### src/hw/rtl/adjoint_window_difference_sum_top_defines.svh
// ----------------------------------------------------------------------------
// Assertion macros for the adjoint window difference sum block
// Concurrent checks clocked on clk and disabled while arst_n is low.
// ----------------------------------------------------------------------------
`ifndef ADJOINT_WINDOW_DIFFERENCE_SUM_TOP_DEFINES_SVH
`define ADJOINT_WINDOW_DIFFERENCE_SUM_TOP_DEFINES_SVH

// consequent must hold in the same cycle as the antecedent
`define AWDS_ASSERT_SAME(label, ante, cons, msg) \
	label: assert property (@(posedge clk) disable iff (!arst_n) (ante) |-> (cons)) \
		else $error(msg);

// consequent must hold in the cycle after the antecedent
`define AWDS_ASSERT_NEXT(label, ante, cons, msg) \
	label: assert property (@(posedge clk) disable iff (!arst_n) (ante) |=> (cons)) \
		else $error(msg);

`endif

### src/hw/rtl/awds_pkg.sv
// ----------------------------------------------------------------------------
// awds_pkg
// Types, codes and constants shared by the window difference sum block.
// ----------------------------------------------------------------------------
package awds_pkg;

	localparam int MAX_WIDTH_DEF  = 32;
	localparam int MAX_HEIGHT_DEF = 32;
	localparam int MAX_HALF_DEF   = 2;

	localparam int VALUE_BITS = 16;
	localparam int SUM_W      = 22;
	localparam int OFF_W      = 3;
	localparam int COORD_W    = 5;
	localparam int SIZE_W     = 6;
	localparam int HALF_W     = 2;

	localparam logic [SIZE_W-1:0] IMG_WIDTH_RST  = 6'd32;
	localparam logic [SIZE_W-1:0] IMG_HEIGHT_RST = 6'd32;
	localparam logic [HALF_W-1:0] HALF_W_RST     = 2'd1;
	localparam logic [HALF_W-1:0] HALF_H_RST     = 2'd1;

	typedef enum logic {
		OP_WRITE = 1'b0,
		OP_QUERY = 1'b1
	} op_t;

	typedef enum logic [1:0] {
		REG_IMG_WIDTH  = 2'd0,
		REG_IMG_HEIGHT = 2'd1,
		REG_HALF_W     = 2'd2,
		REG_HALF_H     = 2'd3
	} reg_idx_t;

	typedef struct packed {
		op_t                           operation;
		logic [COORD_W-1:0]            col;
		logic [COORD_W-1:0]            row;
		logic [OFF_W-1:0]              off_x;
		logic [OFF_W-1:0]              off_y;
		logic signed [VALUE_BITS-1:0]  value;
	} in_item_t;

	typedef struct packed {
		logic signed [SUM_W-1:0] sum;
		logic                    bad_coord;
	} out_item_t;

	typedef struct packed {
		logic [SIZE_W-1:0] img_width;
		logic [SIZE_W-1:0] img_height;
		logic [HALF_W-1:0] half_w;
		logic [HALF_W-1:0] half_h;
	} cfg_t;

	// controller to datapath
	typedef struct packed {
		logic             wr_en;
		logic             start;
		logic             rd_en;
		logic             rd_center;
		logic [OFF_W-1:0] cx;
		logic [OFF_W-1:0] cy;
		logic             finish;
	} cmd_t;

	// datapath to controller
	typedef struct packed {
		logic              in_bad;
		logic [HALF_W-1:0] hw_eff;
		logic [HALF_W-1:0] hh_eff;
		logic              out_free;
	} sts_t;

endpackage

### src/hw/rtl/awds_ctrl.sv
// ----------------------------------------------------------------------------
// awds_ctrl
// Sequencer: takes items, walks the window offsets of a query, hands over.
// ----------------------------------------------------------------------------
module awds_ctrl (
	input  logic           clk,
	input  logic           arst_n,
	input  logic           in_valid,
	output logic           in_ready,
	input  awds_pkg::op_t  in_op,
	input  awds_pkg::sts_t sts,
	output awds_pkg::cmd_t cmd
);

	typedef enum logic [3:0] {
		S_IDLE  = 4'b0001,
		S_RUN   = 4'b0010,
		S_DRAIN = 4'b0100,
		S_DONE  = 4'b1000
	} state_t;

	localparam int OW = awds_pkg::OFF_W;

	state_t        state_q;
	state_t        state_d;
	logic [OW-1:0] cx_q;
	logic [OW-1:0] cy_q;
	logic          ph_q;
	logic          accept;
	logic          last_x;
	logic          last_y;

	assign in_ready = (state_q == S_IDLE);
	assign accept   = in_valid && in_ready;
	assign last_x   = (cx_q == {sts.hw_eff, 1'b0});
	assign last_y   = (cy_q == {sts.hh_eff, 1'b0});

	always_comb begin
		cmd.wr_en     = accept && (in_op == awds_pkg::OP_WRITE);
		cmd.start     = accept && (in_op == awds_pkg::OP_QUERY);
		cmd.rd_en     = (state_q == S_RUN);
		cmd.rd_center = ph_q;
		cmd.cx        = cx_q;
		cmd.cy        = cy_q;
		cmd.finish    = (state_q == S_DONE) && sts.out_free;
	end

	always_comb begin
		state_d = state_q;
		unique case (state_q)
			S_IDLE: begin
				if (cmd.start)
					state_d = sts.in_bad ? S_DONE : S_RUN;
			end
			S_RUN: begin
				if (ph_q && last_x && last_y)
					state_d = S_DRAIN;
			end
			S_DRAIN: state_d = S_DONE;
			S_DONE: begin
				if (sts.out_free)
					state_d = S_IDLE;
			end
			default: state_d = S_IDLE;
		endcase
	end

	// each offset takes two reads: neighbour first, then centre
	always_ff @(posedge clk or negedge arst_n) begin
		if (!arst_n) begin
			state_q <= S_IDLE;
			cx_q    <= '0;
			cy_q    <= '0;
			ph_q    <= 1'b0;
		end else begin
			state_q <= state_d;
			if (cmd.start) begin
				cx_q <= '0;
				cy_q <= '0;
				ph_q <= 1'b0;
			end else if (state_q == S_RUN) begin
				ph_q <= !ph_q;
				if (ph_q) begin
					if (last_x) begin
						cx_q <= '0;
						cy_q <= cy_q + OW'(1);
					end else begin
						cx_q <= cx_q + OW'(1);
					end
				end
			end
		end
	end

endmodule

### config.mk
export PLATFORM = sky130hd
export DESIGN_NAME = awds_ctrl
export DESIGN_NICKNAME = d
export VERILOG_FILES = /design/src/hw/rtl/adjoint_window_difference_sum_top_defines.svh /design/src/hw/rtl/awds_pkg.sv /design/src/hw/rtl/awds_ctrl.sv
export SDC_FILE = /design/constraint.sdc
export NUM_CORES = 1
export LEC_CHECK = 0
export BUFFER_PORTS_ARGS = -buffer_cell sky130_fd_sc_hd__buf_2
export CAP_MARGIN = 20
export CORE_AREA = 10 10 47 49
export DETAILED_ROUTE_END_ITERATION = 12
export DIE_AREA = 0 0 57 59
export MAX_ROUTING_LAYER = met4
export PLACE_DENSITY_LB_ADDON = 0.08
export SYNTH_ARGS = -nofsm -noshare
export SYNTH_HDL_FRONTEND = slang
export SYNTH_SLANG_ARGS = --single-unit
### constraint.sdc
create_clock -name clk -period 3.98 [get_ports clk]
set_clock_uncertainty 0.1 [all_clocks]
set_input_delay 0.398 -clock clk [delete_from_list [all_inputs] [get_ports clk]]
set_output_delay 0.398 -clock clk [all_outputs]
set_load 0.005 [all_outputs]
Word-level counts from Yosys, hierarchy flattened:

Index checks and enable logic that the tools add are counted.

* input bits: 10
* flip-flop bits (word level): 11
* output and inout bits: 12

* equal/unequal tests: 9
* mux-type cells: 15
* bitwise logic cells: 1
* add/sub/neg operators: 2
* reductions and logical operators: 13

Operators with widths (count)
* 3-bit two-way mux: 8
* 4-bit two-way mux: 4
* 4-bit case mux with 4 select lines: 1
* 3-bit by 1-bit adder with 3-bit output, second input constant: 2
* 3-bit == test: 2
* 1-bit logical AND: 6
* 3-bit AND reduction: 2
* 2-bit nonzero test: 3
* 4-bit by 1-bit == test with 1-bit output, second input constant: 1
* 4-bit by 2-bit == test with 1-bit output, second input constant: 1
* 4-bit by 3-bit == test with 1-bit output, second input constant: 1
* 4-bit == test, second input constant: 1
* 2-bit by 1-bit != test with 1-bit output, second input constant: 2
* 1-bit two-way mux: 2
* 2-bit != test, second input constant: 1
* 2-bit AND reduction: 1
* 1-bit logical NOT: 1
* 1-bit NOT: 1

Logic depth before layout (Yosys ltp):

Gate-level depths: netlist of the first run.

* word-level depth: 5
* mapped depth: 5
* mapped depth without buffers: 5

Worst setup path before layout of the first run:

OpenSTA, ideal clock, no wires.

* kind: register to output
* start point: register state_q[0]
* end point: output cmd[9] (netlist bit)
* slack: 2100 ps
* arrival time: 1382 ps
* cell stages (with the launch flop): 4
* required time: 3482 ps
* path buffers: 0
* cells stage by stage: dfstp_2 nor4b_1 nand3_1 inv_1

RTL lines
* start, declared: line awds_ctrl.sv:24 `state_t state_q;`
* start signal, assigned: line awds_ctrl.sv:76 `state_q <= state_d;`
* end, declared: line awds_ctrl.sv:12 `output awds_pkg::cmd_t cmd`

==> results of run 1 <==
==> layer usage <==
layer / track usage / share of wire
met1: 0.110 / 0.47
met2: 0.141 / 0.48
met3: 0.0408 / 0.049
met4: 0.0503 / 0.0061
met5: - / 0
==> power by group through the flow <==
stage	Clock, mW	Sequential [mW]	Combinational, mW
after CTS	0.0802	0.124	0.0325
after floorplan	0	0.124	0.0183
after detailed placement	0	0.126	0.0316
final	0.0756	0.124	0.0316
after global placement	0	0.126	0.0312
after global routing	0.0841	0.125	0.0352
==> layout by cell type (no fill, tap or decap), types with 2 or more instances in the layout <==
cell	netlist	final
a21oi_1	2	2
o21ai_0	6	6
dfrtp_1	10	10
clkbuf_4	0	3
nand3_1	2	2
nor2_1	3	3
buf_2	0	21
nand2b_1	3	3
xor2_1	2	2
ha_1	2	2
nor4b_1	2	2
nand2_1	7	7
nor3_1	3	3
mux2i_1	3	3
xnor2_1	4	4
==> through the flow <==
stage                     hold slack [ns]  power, mW  utilization  cell area (um2)  setup WS, ns
after global routing                0.284      0.244        0.562              787          1.48
after detailed placement            0.181      0.157        0.536              751          1.89
after global placement              0.184      0.157        0.536              751          1.92
after floorplan                   0.00241      0.143            -              633          2.10
final                               0.249      0.231        0.562              787          1.59
after CTS                           0.242      0.236        0.562              787          1.58
==> path summary, 6_finish.rpt <==
path / to / slack (ns) / depth (start not counted)
setup / recovery: cmd[9] / 1.59 / 4
hold reg to reg: state_q[3]$_DFFE_PN0P_ / 0.41 / 1
hold / removal: state_q[1]$_DFFE_PN0P_ / 0.25 / 2
max in group asynchronous: state_q[0]$_DFFE_PN1P_ / 3.09 / 2
min in group asynchronous: ph_q$_DFFE_PN0P_ / 0.42 / 2
setup reg to reg: cx_q[0]$_DFFE_PN0P_ / 2.13 / 5
==> worst reg2reg max path, cell delays in order (launching register included) <==
cell,delay [ns]
dfrtp_1,0.43
or4b_4,0.56
clkinv_2,0.12
nand2_4,0.07
or3b_1,0.37
a21oi_2,0.13
==> layout make-up <==
type / count / area [um2] / area share
sequential: 11 / 277 / 0.351
timing repair buffer: 22 / 115 / 0.146
inverter: 2 / 8.76 / 0.0111
multi-input combinational: 50 / 340 / 0.432
tap: 16 / 20.0 / 0.0254
clock buffer: 4 / 26.3 / 0.0334
==> sequential cells by signal (all words and copies together), names as in the netlist <==
register and flops:
cy_q 3, ph_q 1, state_q 4, cx_q 3
==> logic make-up (layout without fill, tap and decap cells) <==
logic type,after synthesis,count (layout),synth area share
flops,11,11,0.437
mux,3,3,0.0474
fa+ha+maj,2,2,0.0395
simple gates,29,29,0.279
xor+xnor,6,6,0.0830
buf+inv,3,28,0.0257
compound gates,10,10,0.0889
==> key figures, run 1 <==
GRT
  • Total GRT Usage: 0.0966
  • First-pass GRT wire length: 2520 um
  • Antenna violations before repair: 0
  • Vias in the first global route: between 500 and 600
  • Largest net degree at the start of global routing: 12
  • GRT overflow: 0

Logic synthesis
  • Synth top area share: 0.395
  • Register area share after synthesis: 0.437
  • Post-synth EDFFs: 0
  • Unique masters post-synth: 28
  • Synth top cells by count: dfrtp_1, nand2_1, o21ai_0, xnor2_1
  • Post-synth ARST share: 1.00
  • Ranking of synthesized cells by area: dfrtp_1, xnor2_1, mux2i_1
  • Post-synth top flop: dfrtp_1
  • Syn Area/Cell: 9.89 um2
  • Syn Inst Count: 64
  • Top-count cell post-synth: dfrtp_1
  • Flops & latches, synth: 11
  • Synth area leader: dfrtp_1
  • Synth warn: 0
  • Synth Net Count: 76
  • Mapped Area: 633 um2

Hold path
  • Hold crit path type: in2reg
  • Hold_sp: sts[5]

Clocking
  • Clock Tree Root: clkbuf_4
  • Clock transition at path regs: roughly 0.07 ns
  • CTS buffer count: 3
  • H-tree Lvls: 1
  • CTS resizes: 0
  • Setup Buffers After CTS: 0
  • Bufs on Longest Clock Path: 2
  • Sinks on the clock net: 11
  • CTS tree: built
  • Later-pin clock latency in the skew report: 0.27 ns
  • CTS Hold Bufs: 1

Critical path
  • Startpoint Class: register
  • Crit-path max cell delay: 0.57 ns
  • CP max stage cell: dfstp_2
  • Crit-path max FO: 7
  • WP data arrival: 1.89 ns
  • Cell Chain, Critical Path: nor4b_1 > nand3_1 > inv_1 > buf_2
  • Crit path buf inv count: 2
  • Worst Setup SP: state_q[0]$_DFFE_PN1P_
  • Setup CP Type: reg2out
  • Critical path's top delay family: simple AND/OR/NAND/NOR gates
  • Worst EP required: approximately 3.5 ns
  • Crit end category: output pin
  • Worst reg2reg path startpoint: state_q[3]$_DFFE_PN0P_

Job
  • Max Cap Violations: 0

Timing
  • Fmax: 418 MHz
  • Setup TNS Final: 0 ns
  • Unrepaired setup endpoints after global routing: no
  • Final count of pins violating max slew: 0
  • Fin. Hold Viols: 0
  • Least-Margin Pin Slew: ~0.43 ns
  • Tcrit/Tclk final: 0.600
  • Setup violations, final: 0
  • Slew HR: 0.711
  • Final Critical Period: ~2.4 ns

Die
  • Row cnt: 14
  • Starting density of the core: 0.452
  • Die area: approximately 0.0034 mm2
  • IO Pins: 22
  • Die Ht: 59 um
  • Die X: 57 um
  • Area of the core: 0.00140 mm2

Placed design
  • Placed Cells: 100
  • Placer Congestion: 0.760
  • Port Buffer Count: 21

Layout
  • Synth-to-layout area growth: 24.3%
  • Layout cells sized above 1: 0.326
  • ANT cells: 0
  • Nets: 102
  • Fill cells: 145
  • Non-filler cells, final: 105

Detailed routing
  • Total Wirelength: 1460 um
  • Routed Antenna Nets: 0
  • Wire per inst: between 10 and 15 um
  • DR pass1 iterations: 4
  • Vias: 546
  • Via/cell ratio: about 5.2
  • Detailed Route Iter0 Violations: 3
  • Number of remaining DRC errors: 0

Power
  • Sw Share: 0.259
  • P_int: 0.171 mW
  • Register share of total power: 0.536
  • Pwr dens: 293 mW/mm2
  • Clock power frac: 0.327
  • Maximum VDD drop: approximately 0.17 mV
  • Logic gate share of total power: 0.137
  • Sw power: 0.0599 mW
  • P_leak: 0.403 nW

Outcome
  • Run status: finished clean
No activity file was read; power rests on OpenSTA's default activity.
==> run 2: changes to the inputs <==
--- a/config.mk
+++ b/config.mk
@@ -5,11 +5,12 @@
 export SDC_FILE = /design/constraint.sdc
 export NUM_CORES = 1
 export LEC_CHECK = 0
+export ABC_AREA = 1
 export BUFFER_PORTS_ARGS = -buffer_cell sky130_fd_sc_hd__buf_2
 export CAP_MARGIN = 20
-export CORE_AREA = 10 10 47 49
+export CORE_MARGIN = 10
+export CORE_UTILIZATION = 49
 export DETAILED_ROUTE_END_ITERATION = 12
-export DIE_AREA = 0 0 57 59
 export MAX_ROUTING_LAYER = met4
 export PLACE_DENSITY_LB_ADDON = 0.08
 export SYNTH_ARGS = -nofsm -noshare
==> constraint.sdc (replaced) <==
create_clock -name clk -period 2.3 [get_ports clk]
set_clock_uncertainty 0.1 [all_clocks]
set_input_delay 0.23 -clock clk [delete_from_list [all_inputs] [get_ports clk]]
set_output_delay 0.23 -clock clk [all_outputs]
set_load 0.005 [all_outputs]
==> key figures, run 2 <==
Outcome
  • Run status: finished clean

Power
  • Clock power frac: 0.156 (-0.171)
  • P_int: 0.484 mW (+180%)
  • Tot Pwr: 0.879 mW (+280%)
  • Register share of total power: 0.355 (-0.181)
  • Pwr dens: 1000 mW/mm2 (+240%)
  • Maximum VDD drop: 0.784 mV (+360%)
  • Logic gate share of total power: 0.489 (+0.352)
  • Sw power: 0.395 mW (+560%)
  • P_leak: 0.529 nW (+31%)
  • Sw Share: 0.449 (+0.190)

Layout
  • Synth-to-layout area growth: 21.0%
  • Fin area: 878 um2 (+12%)
  • Commonest non-fill, non-tap cells in the layout: nand2_1, buf_2, inv_1
  • Most common cell after layout, fill and taps aside: nand2_1
  • ANT cells: 0 (unchanged)
  • Biggest regs: state_q (4), cx_q (3), cy_q (3)
  • Non-filler cells, final: 139 (+32%)
  • Final Util: 0.651 (+0.0890)
  • Nets: 137 (+34%)
  • Max FFs per register: 4 (unchanged)
  • Layout cells sized above 1: 0.323 (-0.00326)
  • Reg with most FFs: state_q

Clocking
  • CTS resizes: 0 (unchanged)
  • Bufs on Longest Clock Path: 2 (unchanged)
  • Clock transition at path regs: 0.07 ns (about the same)
  • Setup Buffers After CTS: 0 (unchanged)
  • H-tree Lvls: 1 (unchanged)
  • CTS Hold Bufs: 1 (unchanged)
  • CTS buffer count: 3 (unchanged)
  • CTS tree: built
  • Clock Tree Root: clkbuf_4
  • Later-pin clock latency in the skew report: 0.28 ns (about the same)
  • Sinks on the clock net: 11 (unchanged)

Critical path
  • Crit-path max cell delay: 0.56 ns (about the same)
  • Cell Chain, Critical Path: nand2_2 > nor2_4 > nand3_4 > inv_1 > buf_2
  • Setup CP Type: reg2out
  • CP max stage cell: dfstp_2
  • Crit-path max FO: 8 (+1)
  • Worst EP required: 1.97 ns (-1.51 ns)
  • WP data arrival: 1.41 ns (-0.48 ns)
  • Crit end category: output pin
  • Startpoint Class: register

Detailed routing
  • Via/cell ratio: 4.99 (-4.1%)
  • Total Wirelength: 1690 um (+16%)
  • Routed Antenna Nets: 0 (unchanged)
  • Number of remaining DRC errors: 0 (unchanged)
  • Wire per inst: 12.2 um (-13%)
  • Detailed Route Iter0 Violations: 18 (+15)
  • DR pass1 iterations: 4 (unchanged)
  • Vias: 693 (+27%)

Logic synthesis
  • Syn Area/Cell: 7.33 um2 (-26%)
  • Synth Net Count: 111 (+46%)
  • Synth area leader: dfrtp_1
  • Syn Inst Count: 99 (+55%)
  • Flops & latches, synth: 11 (unchanged)
  • Ranking of synthesized cells by area: dfrtp_1, nand2_1, inv_1
  • Unique masters post-synth: 21 (-25%)
  • Synth top cells by count: nand2_1, inv_1, dfrtp_1, nor2_1, nand3_1
  • Synth top area share: 0.345 (-0.0504)
  • Post-synth ARST share: 1.00 (unchanged)
  • Post-synth EDFFs: 0 (unchanged)
  • Mapped Area: 726 um2 (+15%)
  • Synth warn: 0 (unchanged)
  • Register area share after synthesis: 0.381 (-0.0557)
  • Post-synth top flop: dfrtp_1
  • Top-count cell post-synth: nand2_1

Timing
  • Setup TNS Final: 0 ns (unchanged)
  • Final count of pins violating max slew: 0 (unchanged)
  • Unrepaired setup endpoints after global routing: no
  • Slew HR: 0.837 (+0.126)
  • Fin. Hold Viols: 0 (unchanged)
  • Fmax: 574 MHz
  • Least-Margin Pin Slew: 0.244 ns (-0.183 ns)
  • Tcrit/Tclk final: 0.757
  • Hold WS: 0.123 ns (-0.126 ns)
  • Final worst slack: 0.558 ns (-1.03 ns)
  • Setup violations, final: 0 (unchanged)
  • Final Critical Period: 1.74 ns

Placed design
  • Placer Congestion: 0.983 (+29%)
  • Place WS: 0.859 ns (-1.03 ns)
  • Area after DPL: 842 um2 (+12%)
  • DPL Wire Length: approximately 1400 um
  • Placed Cells: 134 (+34%)
  • Port Buffer Count: 21 (unchanged)

GRT
  • Largest net degree at the start of global routing: 12 (unchanged)
  • Antenna violations before repair: 0 (unchanged)
  • Total GRT Usage: 0.108 (+0.0116)
  • Vias in the first global route: 683 (+24%)
  • First-pass GRT wire length: 2840 um (+13%)
  • GRT overflow: 0 (unchanged)

Job
  • Max Cap Violations: 0 (unchanged)

Die
  • Row cnt: 13 (-1)
  • Area of the core: 0.00135 mm2 (-3.7%)
  • IO Pins: 22 (unchanged)
  • Die X: 58.5 um (+2.6%)
  • Die Ht: 58.5 um (-0.87%)
  • Starting density of the core: 0.538 (+0.0857)
  • Die area: 0.00342 mm2 (+1.7%)

Hold path
  • Hold crit path type: in2reg
run 2: power groups by stage:
stage,sequential [mW],clock (mW),combinational (mW)
after detailed placement,0.315,0,0.430
final,0.312,0.137,0.430
after floorplan,0.308,0,0.306
after CTS,0.311,0.141,0.432
after global routing,0.321,0.148,0.485
after global placement,0.310,0,0.424
run 2: area by class of cell:
type                       count  area (um2)
fill                         131         472
multi-input combinational     66         363
sequential                    11         277
timing repair buffer          22         115
inverter                      21        78.8
clock buffer                   4        26.3
tap                           15        18.8
run 2: logic make-up (layout without fill, tap and decap cells):
group,after synthesis,in the layout,synth area share
xor gates and xnor gates,3,3,0.0362
DFF,11,11,0.381
AOI/OAI and AO/OA,7,7,0.0500
buffers and inverters,22,47,0.119
and+or+nand+nor,54,54,0.379
adders and majority gates,2,2,0.0345
run 2: routing by layer:
metal / track usage / vias up / part of all wire
met1: 0.127 / 311 / 0.47
met3: 0.0451 / 5 / 0.078
met5: - / - / 0
met4: 0.0604 / 0 / 0.021
met2: 0.152 / 19 / 0.43
li1: - / 358 / -
run 2: worst paths after layout:
kind	endpoint	depth (start not counted)	start	slack, ns
min	state_q[3]$_DFFE_PN0P_	4	sts[0]	0.12
min in group asynchronous	cy_q[0]$_DFFE_PN0P_	2	arst_n	0.24
max in group asynchronous	state_q[0]$_DFFE_PN1P_	2	arst_n	1.59
max reg2reg	cy_q[2]$_DFFE_PN0P_	7	state_q[0]$_DFFE_PN1P_	0.85
min reg2reg	cy_q[1]$_DFFE_PN0P_	2	cy_q[1]$_DFFE_PN0P_	0.45
max	cmd[9]	5	state_q[0]$_DFFE_PN1P_	0.56
run 2: critical path: cells and delay by family, from the launching register on:
family | cells | cell delay, ns
flip-flops | 1 | 0.56
AND/OR/NAND/NOR | 3 | 0.39
buffers and inverters | 2 | 0.18
==> run 3: changes to the inputs <==
--- a/config.mk
+++ b/config.mk
@@ -9,7 +9,7 @@
 export BUFFER_PORTS_ARGS = -buffer_cell sky130_fd_sc_hd__buf_2
 export CAP_MARGIN = 20
 export CORE_MARGIN = 10
-export CORE_UTILIZATION = 49
+export CORE_UTILIZATION = 44
 export DETAILED_ROUTE_END_ITERATION = 12
 export MAX_ROUTING_LAYER = met4
 export PLACE_DENSITY_LB_ADDON = 0.08
==> constraint.sdc (replaced) <==
create_clock -name clk -period 1.5 [get_ports clk]
set_clock_uncertainty 0.1 [all_clocks]
set_input_delay 0.15 -clock clk [delete_from_list [all_inputs] [get_ports clk]]
set_output_delay 0.15 -clock clk [all_outputs]
set_load 0.005 [all_outputs]
==> key figures, run 3 (synthesized netlist as in run 2, its figures left out) <==
Power
  • Clock power frac: 0.132 (-0.024)
  • Maximum VDD drop: 1.25 mV (+59%)
  • Sw power: 0.701 mW (+78%)
  • Tot Pwr: 1.59 mW (+81%)
  • P_int: 0.886 mW (+83%)
  • Sw Share: 0.442 (-0.00714)
  • Logic gate share of total power: 0.566 (+0.077)
  • P_leak: 0.580 nW (+9.7%)
  • Register share of total power: 0.302 (-0.053)
  • Pwr dens: 1590 mW/mm2 (+59%)

Placed design
  • Area after DPL: 843 um2 (+0.15%)
  • Port Buffer Count: 21 (unchanged)
  • Placer Congestion: 0.955 (-2.8%)
  • Place WS: 0.0735 ns (-0.786 ns)
  • DPL Wire Length: 1350 um (-0.56%)

Layout
  • Synth-to-layout area growth: 37.6%
  • ANT cells: 0 (unchanged)
  • Layout cells sized above 1: 0.450 (+0.128)
  • Most common cell after layout, fill and taps aside: buf_2
  • Fin area: 998 um2 (+14%)
  • Fill cells: 137 (+4.6%)
  • Max FFs per register: 4 (unchanged)
  • Commonest non-fill, non-tap cells in the layout: buf_2, nand2_1, inv_1
  • Nets: 144 (+5.1%)
  • Reg with most FFs: state_q
  • Biggest regs: state_q (4), cx_q (3), cy_q (3)

Timing
  • Setup violations, final: 4 (+4)
  • Final Critical Period: about 1.6 ns
  • Slew HR: 0.829 (-0.00851)
  • Tcrit/Tclk final: 1.05
  • Least-Margin Pin Slew: 0.257 ns (+0.0128 ns)
  • Fmax: between 600 and 700 MHz
  • Unrepaired setup endpoints after global routing: yes
  • Final count of pins violating max slew: 0 (unchanged)
  • Setup TNS Final: -0.187 ns (-0.187 ns)
  • Final worst slack: -0.0758 ns (-0.634 ns)
  • Fin. Hold Viols: 0 (unchanged)

GRT
  • First-pass GRT wire length: 2900 um (+2.0%)
  • Largest net degree at the start of global routing: 12 (unchanged)
  • GRT overflow: 0 (unchanged)
  • Vias in the first global route: 661 (-3.2%)
  • Antenna violations before repair: 0 (unchanged)
  • Total GRT Usage: 0.106 (-0.00215)

Detailed routing
  • Detailed Route Iter0 Violations: 19 (+1)
  • Vias: 719 (+3.8%)
  • Via/cell ratio: 4.89 (-1.9%)
  • Routed Antenna Nets: 0 (unchanged)
  • Number of remaining DRC errors: 0 (unchanged)
  • Wire per inst: 12.1 um (-0.58%)
  • Total Wirelength: 1780 um (+5.1%)
  • DR pass1 iterations: 4 (unchanged)

Clocking
  • CTS buffer count: 3 (unchanged)
  • Clock Tree Root: clkbuf_4
  • Clock transition at path regs: 0.08 ns (about the same)
  • Bufs on Longest Clock Path: 2 (unchanged)
  • CTS tree: built
  • Later-pin clock latency in the skew report: 0.27 ns (about the same)
  • H-tree Lvls: 1 (unchanged)
  • Sinks on the clock net: 11 (unchanged)

Die
  • Row cnt: 14 (+1)
  • Die X: 60.6 um (+3.6%)
  • IO Pins: 22 (unchanged)
  • Die Ht: 60.6 um (+3.6%)
  • Die area: 0.00367 mm2 (+7.4%)
  • Starting density of the core: 0.471 (-0.0668)
  • Area of the core: 0.00154 mm2 (+14%)

Hold path
  • Hold crit path type: in2reg
  • Hold Path Stages: 4 (unchanged)

Outcome
  • Run status: finished, violations left
  • Violated checks: setup timing

Critical path
  • Worst EP required: 1.25 ns (-0.72 ns)
  • WP data arrival: 1.33 ns (-0.08 ns)
  • Setup CP Type: reg2out
  • Crit-path max FO: 5 (-3)
  • R2R depth: 8 (+1)
  • Crit end category: output pin
  • Startpoint Class: register

Job
  • Max Cap Violations: 0 (unchanged)
run 3: worst max-delay path, stage by stage (launching register included):
cell and delay [ns]:
dfstp_2 0.54, nand2_2 0.06, nor2_4 0.18, nand2_2 0.06, nor2_1 0.09, buf_2 0.11
run 3: worst paths after layout:
check	startpoint	end	slack, ns
min in group asynchronous	arst_n	ph_q$_DFFE_PN0P_	0.17
max	state_q[0]$_DFFE_PN1P_	cmd[10]	-0.08
max in group asynchronous	arst_n	state_q[0]$_DFFE_PN1P_	0.86
min	sts[5]	state_q[1]$_DFFE_PN0P_	0.04
max reg2reg	state_q[0]$_DFFE_PN1P_	cy_q[0]$_DFFE_PN0P_	0.03
min reg2reg	cy_q[1]$_DFFE_PN0P_	cy_q[1]$_DFFE_PN0P_	0.46
run 3: metal layers:
layer,global-route usage,share of wire,up-vias
met5,-,0,-
met4,0.0564,0.020,0
met3,0.0271,0.071,4
met2,0.159,0.45,31
met1,0.127,0.46,309
li1,-,-,375
run 3: timing repair:
| action | 4_1_cts | 5_1_grt |
|---|---|---|
| hold buffers | 1 | 0 |
| setup endpoints to repair | 2 | 11 |
| hold endpoints to repair | 11 | 0 |
| pin swaps | 3 | 9 |
| buffers inserted | 2 | 5 |
| resized for setup | 3 | 15 |
run 3: area by class of cell:
cell class,count,area [um2],area share
flip-flops and latches,11,277,0.277
multi-input cells,66,414,0.415
well taps,16,20.0,0.0201
clock inverters,1,5.00,0.00501
clock buffers,3,22.5,0.0226
inverters,21,78.8,0.0789
repair buffers,29,181,0.182
run 3: power groups by stage:
stage	logic (mW)	clock network (mW)	registers, mW
after CTS	0.708	0.214	0.471
after detailed placement	0.653	0	0.484
after global routing	1.01	0.226	0.491
after global placement	0.655	0	0.478
after floorplan	0.470	0	0.472
final	0.898	0.210	0.479
run 3: metrics by stage:
step	utilization	instances	hold slack, ns
after floorplan	-	99	-0.246
after global placement	0.547	135	-0.0658
after detailed placement	0.547	135	-0.0595
after CTS	0.587	142	0.0303
after global routing	0.648	147	0.0526
final	0.648	147	0.0359
